===== src/hdl/timed_port_debouncer_defines.svh =====
// Assertion macros shared by the timed port debouncer RTL files.
`ifndef TIMED_PORT_DEBOUNCER_DEFINES_SVH
`define TIMED_PORT_DEBOUNCER_DEFINES_SVH

`ifndef SYNTHESIS

// Checked on every rising clock edge, switched off while reset is asserted.
`define TPD_ASSERT(name, clk_s, rst_s, prop, msg) \
	name: assert property (@(posedge clk_s) disable iff (!rst_s) prop) else $error(msg);

// Checked on every rising clock edge, also during reset.
`define TPD_ASSERT_NR(name, clk_s, prop, msg) \
	name: assert property (@(posedge clk_s) prop) else $error(msg);

`else

`define TPD_ASSERT(name, clk_s, rst_s, prop, msg)

`define TPD_ASSERT_NR(name, clk_s, prop, msg)

`endif

`endif


===== src/hdl/tpd_pkg.sv =====
// Shared types, codes and reset constants of the timed port debouncer.
`timescale 1ns / 1ps

package tpd_pkg;

	localparam int DEF_NUM_INPUTS = 8;
	localparam int DEF_TIME_BITS  = 32;

	localparam int CFG_IDX_W  = 2;
	localparam int CFG_DATA_W = 16;

	// Configuration register indexes.
	localparam logic [CFG_IDX_W-1:0] REG_DEBOUNCE  = 2'd0;
	localparam logic [CFG_IDX_W-1:0] REG_THRESHOLD = 2'd1;
	localparam logic [CFG_IDX_W-1:0] REG_POLARITY  = 2'd2;

	// Register values after reset.
	localparam logic [15:0] RST_DEBOUNCE  = 16'd50;
	localparam logic [3:0]  RST_THRESHOLD = 4'd3;
	localparam logic [7:0]  RST_POLARITY  = 8'h18;

	// Failure counter saturates here.
	localparam logic [3:0] FAIL_SAT = 4'd15;
	localparam logic [3:0] FAIL_ONE = 4'h1;

	typedef enum logic [1:0] {
		OP_SAMPLE = 2'd0,
		OP_FAIL   = 2'd1,
		OP_SNAP   = 2'd2,
		OP_RESYNC = 2'd3
	} op_t;

	typedef struct packed {
		logic [15:0] debounce_time_ms;
		logic [3:0]  failure_threshold;
		logic [7:0]  polarity_mask;
	} cfg_t;

	typedef struct packed {
		op_t         opcode;
		logic [7:0]  port_byte;
		logic [31:0] time_ms;
		logic [2:0]  input_index;
	} item_t;

	typedef struct packed {
		logic [7:0]  stable_inputs;
		logic [7:0]  step_changes;
		logic [7:0]  sticky_changes;
		logic [31:0] on_time;
		logic        port_present;
	} result_t;

endpackage


===== src/hdl/timed_port_debouncer.sv =====
// Top level of the timed port debouncer: handshakes, configuration and result register.
`timescale 1ns / 1ps
`include "timed_port_debouncer_defines.svh"

// Channel   Handshake             Word
// input     in_valid / in_stall   opcode, port_byte, time_ms, input_index
// output    out_valid / out_stall stable_inputs, step_changes, sticky_changes, on_time,
//                                 port_present
// config    write_en              write_index, write_data
//
// Every word passes through the input register, where the step logic updates the
// debounce state, and then through the result register. A new word is accepted every
// cycle while in_stall is low; the input register holds one word while a result waits,
// so in_stall rises only when both registers are full and out_stall is high.
// Reset clears the debounce state, loads the register defaults and leaves the port
// absent until the first resync word.
module timed_port_debouncer #(
	parameter int NUM_INPUTS = tpd_pkg::DEF_NUM_INPUTS,
	parameter int TIME_BITS  = tpd_pkg::DEF_TIME_BITS
) (
	input  logic                             clk,
	input  logic                             arst_n,
	input  logic                             in_valid,
	output logic                             in_stall,
	input  logic [1:0]                       opcode,
	input  logic [7:0]                       port_byte,
	input  logic [31:0]                      time_ms,
	input  logic [2:0]                       input_index,
	output logic                             out_valid,
	input  logic                             out_stall,
	output logic [7:0]                       stable_inputs,
	output logic [7:0]                       step_changes,
	output logic [7:0]                       sticky_changes,
	output logic [31:0]                      on_time,
	output logic                             port_present,
	input  logic                             write_en,
	input  logic [tpd_pkg::CFG_IDX_W-1:0]    write_index,
	input  logic [tpd_pkg::CFG_DATA_W-1:0]   write_data
);
	import tpd_pkg::*;

	cfg_t    cfg_q;
	item_t   item_s1;
	logic    valid_s1;
	result_t res_q;
	logic    out_valid_q;
	result_t step_res;
	logic    out_free;
	logic    advance;
	logic    in_accept;

	// The result register can take a new word when it is empty or being drained.
	assign out_free  = !out_valid_q || !out_stall;
	assign advance   = valid_s1 && out_free;
	assign in_stall  = valid_s1 && !out_free;
	assign in_accept = in_valid && !in_stall;

	// Configuration registers; writes to an unused index are dropped.
	always_ff @(posedge clk or negedge arst_n) begin
		if (!arst_n) begin
			cfg_q.debounce_time_ms  <= RST_DEBOUNCE;
			cfg_q.failure_threshold <= RST_THRESHOLD;
			cfg_q.polarity_mask     <= RST_POLARITY;
		end else if (write_en) begin
			case (write_index)
				REG_DEBOUNCE:  cfg_q.debounce_time_ms  <= write_data[15:0];
				REG_THRESHOLD: cfg_q.failure_threshold <= write_data[3:0];
				REG_POLARITY:  cfg_q.polarity_mask     <= write_data[7:0];
				default: begin
					cfg_q <= cfg_q;
				end
			endcase
		end
	end

	// Input register.
	always_ff @(posedge clk or negedge arst_n) begin
		if (!arst_n) begin
			valid_s1 <= 1'b0;
		end else if (!in_stall) begin
			valid_s1 <= in_valid;
		end
	end

	always_ff @(posedge clk) begin
		if (in_accept) begin
			item_s1.opcode      <= op_t'(opcode);
			item_s1.port_byte   <= port_byte;
			item_s1.time_ms     <= time_ms;
			item_s1.input_index <= input_index;
		end
	end

	// The state advances exactly when the word in the input register moves on.
	tpd_state #(
		.NUM_INPUTS(NUM_INPUTS),
		.TIME_BITS (TIME_BITS)
	) u_state (
		.clk    (clk),
		.arst_n (arst_n),
		.cfg    (cfg_q),
		.step_en(advance),
		.item   (item_s1),
		.result (step_res)
	);

	// Result register.
	always_ff @(posedge clk or negedge arst_n) begin
		if (!arst_n) begin
			out_valid_q <= 1'b0;
		end else if (out_free) begin
			out_valid_q <= advance;
		end
	end

	always_ff @(posedge clk) begin
		if (advance) begin
			res_q <= step_res;
		end
	end

	assign out_valid      = out_valid_q;
	assign stable_inputs  = res_q.stable_inputs;
	assign step_changes   = res_q.step_changes;
	assign sticky_changes = res_q.sticky_changes;
	assign on_time        = res_q.on_time;
	assign port_present   = res_q.port_present;

	// A result appears only when a word was waiting in the input register.
	`TPD_ASSERT(a_result_from_s1, clk, arst_n, $rose(out_valid_q) |-> $past(valid_s1), "result appeared without an input word")
	// A word that moves on always lands in the result register.
	`TPD_ASSERT(a_advance_fills_out, clk, arst_n, advance |=> out_valid_q, "advanced word was lost")
	// A word held back in the input register keeps its contents.
	`TPD_ASSERT(a_s1_holds, clk, arst_n, valid_s1 && !out_free |=> valid_s1 && $stable(item_s1), "held input word changed")

endmodule


===== src/hdl/tpd_state.sv =====
// Debounce state registers and the combinational step logic that updates them.
`timescale 1ns / 1ps
`include "timed_port_debouncer_defines.svh"

module tpd_state #(
	parameter int NUM_INPUTS = tpd_pkg::DEF_NUM_INPUTS,
	parameter int TIME_BITS  = tpd_pkg::DEF_TIME_BITS
) (
	input  logic              clk,
	input  logic              arst_n,
	input  tpd_pkg::cfg_t     cfg,
	input  logic              step_en,
	input  tpd_pkg::item_t    item,
	output tpd_pkg::result_t  result
);
	import tpd_pkg::*;

	logic [NUM_INPUTS-1:0] last_raw_q, last_raw_d;
	logic [NUM_INPUTS-1:0] stable_q, stable_d;
	logic [NUM_INPUTS-1:0] sticky_q, sticky_d;
	logic [TIME_BITS-1:0]  change_time_q, change_time_d;
	logic [TIME_BITS-1:0]  rise_q [NUM_INPUTS];
	logic [TIME_BITS-1:0]  rise_d [NUM_INPUTS];
	logic [3:0]            fail_q, fail_d;
	logic                  present_q, present_d;

	logic [NUM_INPUTS-1:0] corr;
	logic [NUM_INPUTS-1:0] changed;
	logic [NUM_INPUTS-1:0] sticky_out;
	logic [TIME_BITS-1:0]  now;
	logic [TIME_BITS-1:0]  elapsed;
	logic [3:0]            fail_inc;
	logic [TIME_BITS-1:0]  on_sel;

	assign corr     = NUM_INPUTS'(item.port_byte ^ cfg.polarity_mask);
	assign now      = TIME_BITS'(item.time_ms);
	assign elapsed  = now - change_time_q;
	assign fail_inc = (fail_q < FAIL_SAT) ? (fail_q + FAIL_ONE) : fail_q;

	always_comb begin
		last_raw_d    = last_raw_q;
		stable_d      = stable_q;
		sticky_d      = sticky_q;
		change_time_d = change_time_q;
		fail_d        = fail_q;
		present_d     = present_q;
		changed       = '0;
		sticky_out    = sticky_q;
		case (item.opcode)
			OP_SAMPLE: begin
				if (present_q) begin
					fail_d = '0;
					if (corr != last_raw_q) begin
						last_raw_d    = corr;
						change_time_d = now;
					end else if (elapsed >= TIME_BITS'(cfg.debounce_time_ms)) begin
						changed  = stable_q ^ corr;
						stable_d = corr;
						sticky_d = sticky_q | changed;
					end
				end
				sticky_out = sticky_d;
			end
			OP_FAIL: begin
				if (present_q) begin
					fail_d = fail_inc;
					if (fail_inc >= cfg.failure_threshold) begin
						present_d = 1'b0;
					end
				end
			end
			OP_SNAP: begin
				sticky_d = '0;
			end
			OP_RESYNC: begin
				last_raw_d    = corr;
				stable_d      = corr;
				change_time_d = now;
				sticky_d      = '0;
				fail_d        = '0;
				present_d     = 1'b1;
				sticky_out    = '0;
			end
			default: begin
				sticky_out = sticky_q;
			end
		endcase
	end

	// Rise times: each lane takes the timestamp when its stable bit goes high.
	always_comb begin
		on_sel = '0;
		for (int i = 0; i < NUM_INPUTS; i++) begin
			rise_d[i] = (changed[i] && corr[i]) ? now : rise_q[i];
			if (item.input_index == 3'(i)) begin
				on_sel = rise_d[i];
			end
		end
	end

	always_comb begin
		result.stable_inputs  = 8'(stable_d);
		result.step_changes   = 8'(changed);
		result.sticky_changes = 8'(sticky_out);
		result.on_time        = 32'(on_sel);
		result.port_present   = present_d;
	end

	always_ff @(posedge clk or negedge arst_n) begin
		if (!arst_n) begin
			last_raw_q    <= '0;
			stable_q      <= '0;
			sticky_q      <= '0;
			change_time_q <= '0;
			fail_q        <= '0;
			present_q     <= 1'b0;
			for (int i = 0; i < NUM_INPUTS; i++) begin
				rise_q[i] <= '0;
			end
		end else if (step_en) begin
			last_raw_q    <= last_raw_d;
			stable_q      <= stable_d;
			sticky_q      <= sticky_d;
			change_time_q <= change_time_d;
			fail_q        <= fail_d;
			present_q     <= present_d;
			for (int i = 0; i < NUM_INPUTS; i++) begin
				rise_q[i] <= rise_d[i];
			end
		end
	end

	// The port can only be lost through a read failure.
	`TPD_ASSERT(a_absent_only_by_fail, clk, arst_n, $fell(present_q) |-> $past(step_en && item.opcode == OP_FAIL), "port went absent without a read failure")
	// A resync leaves the port present with clean counters.
	`TPD_ASSERT(a_resync_clears, clk, arst_n, step_en && item.opcode == OP_RESYNC |=> present_q && fail_q == '0 && sticky_q == '0, "resync did not restore the port state")
	// Reported changes must show up in the stable byte.
	`TPD_ASSERT(a_change_moves_stable, clk, arst_n, step_en && result.step_changes != 8'd0 |=> stable_q != $past(stable_q), "reported change without a stable byte update")

endmodule

===== config.mk =====
export PLATFORM = sky130hd
export DESIGN_NAME = timed_port_debouncer
export DESIGN_NICKNAME = d
export VERILOG_FILES = /design/src/hdl/tpd_pkg.sv /design/src/hdl/timed_port_debouncer.sv /design/src/hdl/tpd_state.sv
export VERILOG_INCLUDE_DIRS = /design/src /design/src/hdl
export SDC_FILE = /design/constraint.sdc
export NUM_CORES = 1
export LEC_CHECK = 0
export ABC_AREA = 1
export BUFFER_PORTS_ARGS = -buffer_cell sky130_fd_sc_hd__buf_2
export CAP_MARGIN = 20
export CORE_MARGIN = 5
export CORE_UTILIZATION = 40
export CTS_CLUSTER_DIAMETER = 40
export DETAILED_ROUTE_END_ITERATION = 6
export GPL_TIMING_DRIVEN = 0
export HOLD_SLACK_MARGIN = 0.03
export SETUP_SLACK_MARGIN = 0.15
export SLEW_MARGIN = 20
export SYNTH_ARGS = -nofsm -noshare
export SYNTH_HDL_FRONTEND = slang
export SYNTH_SLANG_ARGS = --single-unit

===== constraint.sdc =====
create_clock -name clk -period 9.6 [get_ports clk]
set_clock_uncertainty 0.2 [all_clocks]
set_input_delay 0.96 -clock clk [delete_from_list [all_inputs] [get_ports clk]]
set_output_delay 0.96 -clock clk [all_outputs]
set_load 0.005 [all_outputs]

Word-level counts from Yosys, hierarchy flattened

Cells that the tools add are included.

Add/sub/neg operators: 2
Magnitude comparators: 3
Equal/unequal tests: 16
Muxes and demuxes: 42
Bitwise operators: 3
Reduce and logical (&&, ||, !) cells: 29

Operators with widths:

| kind                                                  | number |
|---|---|
| two-way mux 32 bit                                    | 18 |
| two-way mux 8 bit                                     | 12 |
| one-hot mux 32 bit (2 select lines)                   | 1 |
| one-hot mux 8 bit (2 select lines)                    | 4 |
| >= comparator 32 x 16 -> 1 bit                        | 1 |
| subtractor 32 bit                                     | 1 |
| bitwise XOR 8 bit                                     | 2 |
| == test 3 bit, second input constant                  | 4 |
| two-way mux 4 bit                                     | 3 |
| one-hot mux 4 bit (3 select lines)                    | 1 |
| logical AND 1 bit                                     | 11 |
| inequality test 8 bit                                 | 1 |
| OR 8 bit                                              | 1 |
| AND reduction 2 bit                                   | 4 |
| AND reduction 4 bit                                   | 2 |
| == test 2 bit, second input constant                  | 3 |
| == test 3 x 2 -> 1 bit, second input constant         | 2 |
| inequality test 2 x 1 -> 1 bit, second input constant | 3 |
| adder 4 x 1 -> 4 bit, second input constant           | 1 |
| == test 2 x 1 -> 1 bit, second input constant         | 2 |
| >= comparator 4 bit                                   | 1 |
| logical NOT 1 bit                                     | 4 |
| logical NOT 2 bit                                     | 2 |
| < comparator 4 bit, second input constant             | 1 |
| other kinds (8)                                       | 10 |

Flip-flop bits (word level): 449
Input port bits: 68
Output and inout port bits: 59
Word-level logic and storage cells: 123

Logic depth before layout (Yosys ltp)

Gate-level depths: netlist of run 1.

Depth after elaboration: 16
Depth in mapped cells: 32
Gate-level depth less buffers: 31

Modules after synthesis

From an unflattened synthesis of run 1, not the netlist that was laid out.

Cell total of the unflattened synthesis: 3364
Area, all modules: 25370.6 um^2

By module, submodules not included:

| module               | times used | cells an instance | area an instance (um^2) | seq. area each (um^2) |
|---|---|---|---|---|
| tpd_state            | 1          | 3124              | 21021.4                 | 7932.6 |
| timed_port_debouncer | 1          | 240               | 4349.2                  | 3822.4 |

Least setup slack after synthesis of run 1

No wires, ideal clock.

Path type: in2reg
Start: in out_stall
End: reg res_q, in the netlist on_time[0], enable pin
Setup time: 0.443 ns
Arrival time: 3.433 ns
Required time: 8.957 ns
Slack: 5.523 ns
Cell stages on the path: 5
Buffers on the path: 2
Cell sequence: nand2_1 > inv_1 > nor2_1 > clkbuf_1 > clkbuf_1

Cells in the longest elaborated chain, start to end: 3

RTL lines:

| item                   | line                        | text |
|---|---|---|
| start: declaration     | timed_port_debouncer.sv:30  | `input logic out_stall,` |
| logical NOT 1 bit      | timed_port_debouncer.sv:53  | `assign out_free = !out_valid_q \|\| !out_stall;` |
| logical OR 1 bit       | timed_port_debouncer.sv:53  |  |
| logical AND 1 bit      | timed_port_debouncer.sv:54  | `assign advance = valid_s1 && out_free;` |
| via advance            | timed_port_debouncer.sv:49  | `logic advance;` |
| end signal: assignment | timed_port_debouncer.sv:118 | `res_q <= step_res;` |
| end: declaration       | timed_port_debouncer.sv:45  | `result_t res_q;` |

The timed path passes the listed nets, and every way through them passes these cells.
A chain may end at the register's enable or synchronous reset.

==> impl_metrics.env, run 1 <==
export IMPL_gp_congestion=0.9515
export IMPL_netlist_area_um2=25330
export IMPL_yosys_area_top_type_share=0.3359
export IMPL_die_area_um2=68460
export IMPL_slew_limit_headroom=0.2009
export IMPL_pin_count=127
export IMPL_critical_path_class="reg2reg"
export IMPL_syn_mean_instance_area_um2=7.630
export IMPL_synthArstFlopShare=0.7728
export IMPL_post_route_period_util=0.6415
export IMPL_dpl_hpwl_um=59950
export IMPL_rsz0062_at_grt="no"
export IMPL_stdcell_area_um2=30130
export IMPL_syn_num_nets=3446
export IMPL_drt_total_wl_um=79790
export IMPL_synth_top_area_cell="dfrtp_1"
export IMPL_worstPathMaxFanout=10
export IMPL_synth_cell_type_count=42
export IMPL_clk_pin_slew_worst_paths_ns=0.06
export IMPL_sw_frac_of_total=0.3380
export IMPL_p_sw_mw=2.446
export IMPL_pwr_share_seq=0.339
export IMPL_slew_viol_final=0
export IMPL_violations="DRC"
export IMPL_cts_tree="yes"
export IMPL_tns_ns=0
export IMPL_cts_repair_resized=0
export IMPL_syn_inst=3320
export IMPL_die_x_um=261.7
export IMPL_vdd_drop_max_uv=159.2
export IMPL_antenna_cells=0
export IMPL_postLayoutCoreUtil=0.4794
export IMPL_antenna_left=0
export IMPL_placementRows=92
export IMPL_power_density_nw_per_um2=240.2
export IMPL_synth_edf_count=102
export IMPL_p_int_mw=4.792
export IMPL_overflow=0
export IMPL_crit_family="simple AND/OR/NAND/NOR gates"
export IMPL_antenna_found_initial=0
export IMPL_cp_num_buf_inv=3
export IMPL_setup_viol=0
export IMPL_fin_nets=3663
export IMPL_maxCapViolCount=0
export IMPL_die_height_um=261.7
export IMPL_first_pass_iters=7
export IMPL_coreArea_um2=62850
export IMPL_synth_seq_cells=449
export IMPL_layout_drive_gt1_share=0.1270
export IMPL_cts_root_buffer="clkbuf_16"
export IMPL_area_delta_synth_final_pct=18.94
export IMPL_globalRouteTotalUtil=0.2314
export IMPL_slowest_delay_ns=0.75
export IMPL_cts_buffers=83
export IMPL_clockPowerShare=0.420
export IMPL_cp_start_kind="register"
export IMPL_yosys_warnings=0
export IMPL_wl_per_cell_um=17.92
export IMPL_arrival_ns=6.31
export IMPL_viasPerCell=5.157
export IMPL_finalHoldViolCount=0
export IMPL_vias=22962
export IMPL_p_leak_nw=14.25
export IMPL_p_comb_frac=0.241
export IMPL_cts_max_path_buffers=3
export IMPL_htreeDepth=3
export IMPL_cts_sinks=449
export IMPL_grt_max_degree=87
export IMPL_pre_cts_ws_ns=3.628
export IMPL_start_util=0.4030
export IMPL_worstSkewPairLatency_ns=0.63
export IMPL_drc=2
export IMPL_period_minus_slack_ns=6.158
export IMPL_placed_area_um2=27200
export IMPL_grt_first_pass_wirelength_um=124500
export IMPL_grt_pass1_vias=22343
export IMPL_yosysSeqAreaShare=0.4640
export IMPL_path_common_cell="nand2_1"
export IMPL_critPathRequiredTime_ns=9.75
export IMPL_cp_end_kind="register"
export IMPL_port_buffers=126
export IMPL_worst_pin_slew_ns=1.189
export IMPL_hold_ws_ns=0.05970
export IMPL_synth_area_leaders="dfrtp_1 34%, nand2_1 13%, edfxtp_1 12%"
export IMPL_crit_slowest_cell="nor3_2"
export IMPL_cts_hold_fix_buffers=0
export IMPL_mostFrequentLayoutCell="nand2_1"
export IMPL_hold_class="in2async"
export IMPL_drtIter0Drc=1998
export IMPL_status="finished, violations left"
export IMPL_layout_common_cells="901 x nand2_1, 395 x nand3_1, 366 x inv_1"
export IMPL_synth_top_flop_cell="dfrtp_1"
export IMPL_setup_slack_ns=3.442
export IMPL_cts_setup_buffers=0
export IMPL_max_freq_mhz=162.4
synth_stat cells (2+ instances only):
master    count
nand2_1     901
nand3_1     395
inv_1       367
dfrtp_1     340
o21ai_0     310
nor2_1      188
a21oi_1     120
edfxtp_1    102
clkbuf_1     95
o21bai_1     76
or2_2        58
ha_1         57
nand4_1      44
nand2_2      36
buf_2        34
a31oi_1      32
xor2_1       27
or2_1        24
buf_1        20
nor2_2       16
nor3_1       10
buf_4         7
dfstp_2       7
buf_6         6
clkinv_1      6
xnor2_1       6
nand3_2       5
and2_1        4
nand2_4       4
inv_2         3
o21a_1        3
o21ai_1       3
o22ai_1       3
nor3_2        2
o31a_1        2
sequential cells by signal (all words and copies together) (netlist names):
signal and flops:
valid_s1 1, stable_inputs 8, u_state.rise_q 256, sticky_changes 8
u_state.sticky_q 8, u_state.fail_q 4, out_valid 1, u_state.stable_q 8
item_s1 45, cfg_q 28, on_time 32, u_state.last_raw_q 8
u_state.present_q 1, u_state.change_time_q 32, port_present 1, step_changes 8
layout make-up:
class,instances,area (um2)
clock inverters,57,753.2
multi-input cells,2333,11450
repair buffers,132,798.3
inverters,376,1414
plain buffers,162,725.7
clock buffers,98,2175
well taps,846,1059
fillers,6245,32720
flip-flops and latches,449,11760
worst register-to-register path, delay by kind of cell, from the launching register on:
family | cells | cell delay (ns)
buf+inv | 3 | 0.93
compound gates | 3 | 0.66
simple gates | 18 | 2.45
fa+ha+maj | 3 | 1.03
xor+xnor | 1 | 0.17
flops | 1 | 0.44
per-stage QoR:
stage,cells,power [mW]
finish,4453,7.239
global route,4453,7.676
CTS,4453,7.284
detailed placement,4298,4.216
global placement,4292,4.183
floorplan,3320,3.665
cell families after synthesis:
group	share of synthesized area
and+or+nand+nor	0.2925
AOI/OAI and AO/OA	0.1189
buffers and inverters	0.08421
DFF	0.4640
adders and majority gates	0.02894
xor gates and xnor gates	0.01141
metal layers:
layer / part of all wire / GRT usage / vias up
met1: 0.45 / 0.3219 / 10713
li1: - / - / 11293
met4: 0.039 / 0.08715 / 0
met3: 0.059 / 0.03680 / 177
met2: 0.45 / 0.3665 / 779
met5: 0 / 0 / -
worst paths after layout:
path | endpoint | from | slack, ns | cells after the start
max | on_time[6] | item_s1[3] | 3.44 | 28
min | u_state.last_raw_q[4] | arst_n | 0.06 | 1
max reg2reg | on_time[6] | item_s1[3] | 3.44 | 28
min reg2reg | out_valid | valid_s1 | 0.27 | 2
max in group asynchronous | u_state.rise_q[88] | arst_n | 7.24 | 5
min in group clk | out_valid | valid_s1 | 0.27 | 2
power groups by stage:
stage	Clock, mW	Sequential, mW	Combinational, mW
after floorplan	0	2.44	1.22
after global placement	0	2.48	1.70
after detailed placement	0	2.48	1.74
after CTS	3.08	2.45	1.75
after global routing	3.18	2.49	2.01
final	3.04	2.45	1.75
No activity file was read; power rests on OpenSTA's default activity.
==> run 2, diff against run 1 <==
clock period = 6.4 ns   (was 9.6 ns; I/O delays follow)
==> impl_metrics.env, run 2 (synthesized netlist as in run 1, its figures left out) <==
export IMPL_largest_reg_flops=256
export IMPL_worstSkewPairLatency_ns=0.63
export IMPL_start_util=0.4030
export IMPL_cts_root_buffer="clkbuf_16"
export IMPL_cts_buffers=83
export IMPL_viasPerCell=5.137
export IMPL_grt_pass1_vias=22546
export IMPL_cts_max_path_buffers=3
export IMPL_port_buffers=126
export IMPL_p_leak_nw=14.45
export IMPL_slew_viol_final=0
export IMPL_die_height_um=261.7
export IMPL_cts_sinks=449
export IMPL_path_common_cell="nand2_1"
export IMPL_worstPathMaxFanout=10
export IMPL_overflow=0
export IMPL_period_minus_slack_ns=5.943
export IMPL_drtIter0Drc=1893
export IMPL_wl_per_cell_um=17.85
export IMPL_clk_pin_slew_worst_paths_ns=0.06
export IMPL_use_met1=0.3236
export IMPL_slew_limit_headroom=0.2066
export IMPL_area_delta_synth_final_pct=20.82
export IMPL_grt_first_pass_wirelength_um=125300
export IMPL_setup_viol=0
export IMPL_antenna_left=0
export IMPL_placementRows=92
export IMPL_grt_util_met3=0.03603
export IMPL_htreeDepth=3
export IMPL_grt_max_degree=87
export IMPL_gp_congestion=0.9515
export IMPL_die_area_um2=68460
export IMPL_cp_end_kind="register"
export IMPL_crit_slowest_cell="nor3_4"
export IMPL_grt_use_met2=0.3696
export IMPL_grt_busiest_layer="met2"
export IMPL_post_route_period_util=0.9286
export IMPL_fillers=6201
export IMPL_coreArea_um2=62850
export IMPL_postLayoutCoreUtil=0.4870
export IMPL_top_register="u_state.rise_q"
export IMPL_r2r_setup_slack_ns=0.46
export IMPL_layout_common_cells="901 x nand2_1, 395 x nand3_1, 366 x inv_1"
export IMPL_antenna_cells=0
export IMPL_hold_ws_ns=0.07905
export IMPL_worst_pin_slew_ns=1.181
export IMPL_r2r_cells=28
export IMPL_maxCapViolCount=0
export IMPL_critPathRequiredTime_ns=6.54
export IMPL_tns_ns=0
export IMPL_rsz0062_at_grt="no"
export IMPL_multi_input_area_um2=11460
export IMPL_vdd_drop_max_uv=238.7
export IMPL_finalHoldViolCount=0
export IMPL_top_regs="u_state.rise_q: 256 flops, item_s1: 45 flops"
export IMPL_cts_tree="yes"
export IMPL_layout_drive_gt1_share=0.1253
export IMPL_crit_cells=28
export IMPL_cp_num_buf_inv=3
export IMPL_hold_class="in2reg"
export IMPL_globalRouteTotalUtil=0.2326
export IMPL_regArea_um2=11760
export IMPL_dpl_hpwl_um=59950
export IMPL_first_pass_iters=6
export IMPL_cp_start_kind="register"
export IMPL_hold_depth=3
export IMPL_antenna_found_initial=0
export IMPL_drt_total_wl_um=80320
export IMPL_critical_path_class="reg2reg"
export IMPL_fin_nets=3710
export IMPL_mostFrequentLayoutCell="nand2_1"
export IMPL_stdcell_area_um2=30610
export IMPL_status="finished clean"
export IMPL_die_x_um=261.7
export IMPL_placed_area_um2=27200
export IMPL_power_density_nw_per_um2=355.5
export IMPL_slowest_delay_ns=0.52
export IMPL_drc=0
export IMPL_vias=23117
export IMPL_max_freq_mhz=168.3
export IMPL_crit_family="simple AND/OR/NAND/NOR gates"
export IMPL_arrival_ns=6.09
export IMPL_pin_count=127
==> run 2: changes by cell type in the layout (fill, tap and decap cells not counted) <==
| cell | previous run | this run |
|---|---|---|
| dlygate4sd3_1 | 0 | 47 |
| nor3_2 | 3 | 2 |
| nor3_4 | 1 | 2 |
==> run 2: power breakdown <==
part,switching (mW),total [mW],internal (mW)
logic,1.74,2.64,0.902
clock network,1.68,4.55,2.87
registers,0.250,3.68,3.43
total,3.67,10.9,7.21
==> run 2: cell type report <==
cell class,count,area share
Sequential cell,449,0.3841
Buffer,162,0.02371
Clock buffer,98,0.07105
Inverter,376,0.04619
Multi-Input combinational cell,2333,0.3743
Clock inverter,57,0.02461
Tap cell,846,0.03458
Timing Repair Buffer,179,0.04145
==> run 2: repair_timing <==
item,in CTS,in global routing
setup buffers,0,0
hold buffers,47,0
endpoints found under the setup margin,0,5
hold endpoints to repair,90,0
gates resized for setup,0,1
==> run 2: worst min-delay path, delay by kind of cell <==
| family | cells | cell delay (ns) |
|---|---|---|
| AOI/OAI and AO/OA | 1 | 0.10 |
| buffers and inverters | 1 | 0.07 |
| and+or+nand+nor | 1 | 0.03 |
==> run 2: path summary, 6_finish.rpt <==
path	from	end
setup / recovery	item_s1[3]	on_time[6]
hold / removal	write_data[10]	cfg_q[22]
setup reg to reg	item_s1[3]	on_time[6]
hold reg to reg	valid_s1	out_valid
max in group asynchronous	arst_n	u_state.rise_q[79]
min in group asynchronous	arst_n	u_state.last_raw_q[1]
==> run 2: stage by stage <==
stage / instances / worst slack [ns] / total power, mW
6_report: 4500 / 0.4571 / 10.88
3_3_place_gp: 4292 / -2.640 / 6.275
5_1_grt: 4500 / 0.2136 / 11.54
3_5_place_dp: 4298 / 0.4282 / 6.324
2_1_floorplan: 3320 / 2.341 / 5.497
4_1_cts: 4500 / 0.3745 / 10.95
==> run 2: routing by layer <==
layer  wire [um]  vias to the layer above  part of all wire
li1            -                    11390                 -
met1       36210                    10764              0.45
met2       36210                      791              0.45
met3        4840                      172             0.060
met4        3057                        0             0.038
met5           0                        -                 0
==> run 3, diff against run 2 <==
RECOVER_POWER = 50   (was not set)
==> impl_metrics.env, run 3 (synthesized netlist as in run 1, its figures left out) <==
export IMPL_setup_viol=0
export IMPL_grt_util_met3=0.03603
export IMPL_violations="capacitance limit, slew limit"
export IMPL_drt_total_wl_um=80170
export IMPL_largest_reg_flops=256
export IMPL_grt_use_met2=0.3696
export IMPL_p_leak_nw=14.30
export IMPL_critPathRequiredTime_ns=6.54
export IMPL_clk_pin_slew_worst_paths_ns=0.06
export IMPL_cp_start_kind="register"
export IMPL_die_x_um=261.7
export IMPL_grt_busiest_layer="met2"
export IMPL_globalRouteTotalUtil=0.2326
export IMPL_top_register="u_state.rise_q"
export IMPL_status="finished, violations left"
export IMPL_start_util=0.4030
export IMPL_layout_common_cells="901 x nand2_1, 395 x nand3_1, 366 x inv_1"
export IMPL_worstSkewPairLatency_ns=0.63
export IMPL_cts_buffers=83
export IMPL_cts_tree="yes"
export IMPL_period_minus_slack_ns=5.926
export IMPL_tns_ns=0
export IMPL_worst_pin_slew_ns=3.113
export IMPL_dpl_hpwl_um=59950
export IMPL_antenna_cells=0
export IMPL_antenna_found_initial=0
export IMPL_viasPerCell=5.130
export IMPL_hold_class="in2reg"
export IMPL_cts_sinks=449
export IMPL_max_freq_mhz=168.7
export IMPL_maxCapViolCount=3
export IMPL_critical_path_class="reg2reg"
export IMPL_coreArea_um2=62850
export IMPL_total_power_mw=10.87
export IMPL_slew_limit_headroom=-1.075
export IMPL_pin_count=127
export IMPL_fillers=6223
export IMPL_die_height_um=261.7
export IMPL_antenna_left=0
export IMPL_cts_setup_buffers=0
export IMPL_crit_slowest_cell="fa_1"
export IMPL_grt_first_pass_wirelength_um=125300
export IMPL_finalHoldViolCount=0
export IMPL_grt_max_degree=87
export IMPL_drc=0
export IMPL_regArea_um2=11760
export IMPL_path_common_cell="nand2_1"
export IMPL_top_regs="u_state.rise_q: 256 flops, item_s1: 45 flops"
export IMPL_fin_nets=3710
export IMPL_arrival_ns=6.07
export IMPL_grt_pass1_vias=22546
export IMPL_first_pass_iters=6
export IMPL_cts_max_path_buffers=3
export IMPL_drtIter0Drc=1968
export IMPL_htreeDepth=3
export IMPL_placementRows=92
export IMPL_die_area_um2=68460
export IMPL_area_delta_synth_final_pct=20.39
export IMPL_multi_input_area_um2=11460
export IMPL_vdd_drop_max_uv=229.0
export IMPL_wl_per_cell_um=17.82
export IMPL_power_density_nw_per_um2=356.3
export IMPL_cp_end_kind="register"
export IMPL_post_route_period_util=0.9260
export IMPL_mostFrequentLayoutCell="nand2_1"
export IMPL_overflow=0
export IMPL_slowest_delay_ns=0.45
export IMPL_vias=23086
export IMPL_slew_viol_final=152
export IMPL_port_buffers=126
export IMPL_use_met1=0.3236
export IMPL_layout_drive_gt1_share=0.1130
export IMPL_cts_root_buffer="clkbuf_16"
export IMPL_gp_congestion=0.9515
export IMPL_worstPathMaxFanout=10
export IMPL_rsz0062_at_grt="no"
-- run 3: worst paths after layout --
kind / slack [ns] / start / depth (start not counted) / to
worst max-delay path: 0.47 / item_s1[3] / 29 / on_time[6]
worst min-delay path: 0.04 / in_valid / 3 / valid_s1
worst max register to register: 0.47 / item_s1[3] / 29 / on_time[6]
worst min register to register: 0.27 / valid_s1 / 2 / out_valid
max in group asynchronous: 1.11 / arst_n / 6 / u_state.rise_q[80]
min in group asynchronous: 1.40 / arst_n / 2 / cfg_q[5]
-- run 3: routing by layer --
layer | wire (um) | up-vias
met1 | 35980 | 10722
met5 | 0 | -
met3 | 4937 | 183
met4 | 3156 | 0
met2 | 36100 | 789
li1 | - | 11392
-- run 3: per-stage QoR --
step	util	setup slack, ns	std cells	cell area, um2	hold WS [ns]
final	0.4852	0.4736	4500	30500	0.04484
after global routing	0.4852	0.1358	4500	30500	0.05803
after floorplan	-	2.341	3320	25330	0.1444
after global placement	0.4299	-2.640	4292	27020	0.2423
after detailed placement	0.4328	0.4282	4298	27200	0.2575
after CTS	0.4869	0.3745	4500	30600	0.04636
-- run 3: worst max-delay path: cells and delay by family, from the launching register on --
family / cells / cell delay, ns
DFF: 1 / 0.44
AOI/OAI and AO/OA: 3 / 0.63
adders and majority gates: 3 / 1.05
xor gates and xnor gates: 1 / 0.10
buffers and inverters: 3 / 0.83
and+or+nand+nor: 19 / 2.37
-- run 3: report_power, final --
group          switching, mW  internal (mW)
logic                   1.74          0.889
clock network           1.68           2.87
registers              0.249           3.43
total                   3.67           7.20
-- run 3: final cells by class --
cell class,instances,area share
Tap cell,846,0.03471
Sequential cell,449,0.3855
Multi-Input combinational cell,2333,0.3757
Inverter,376,0.04632
Timing Repair Buffer,179,0.03803
Clock inverter,57,0.02470
Buffer,162,0.02380
Clock buffer,98,0.07131
-- run 3: timing repair --
item / in CTS / in global routing
endpoints found under the setup margin: 0 / 5
resized for setup: 0 / 1
endpoints found under the hold margin: 90 / 0
hold buffers: 47 / 0
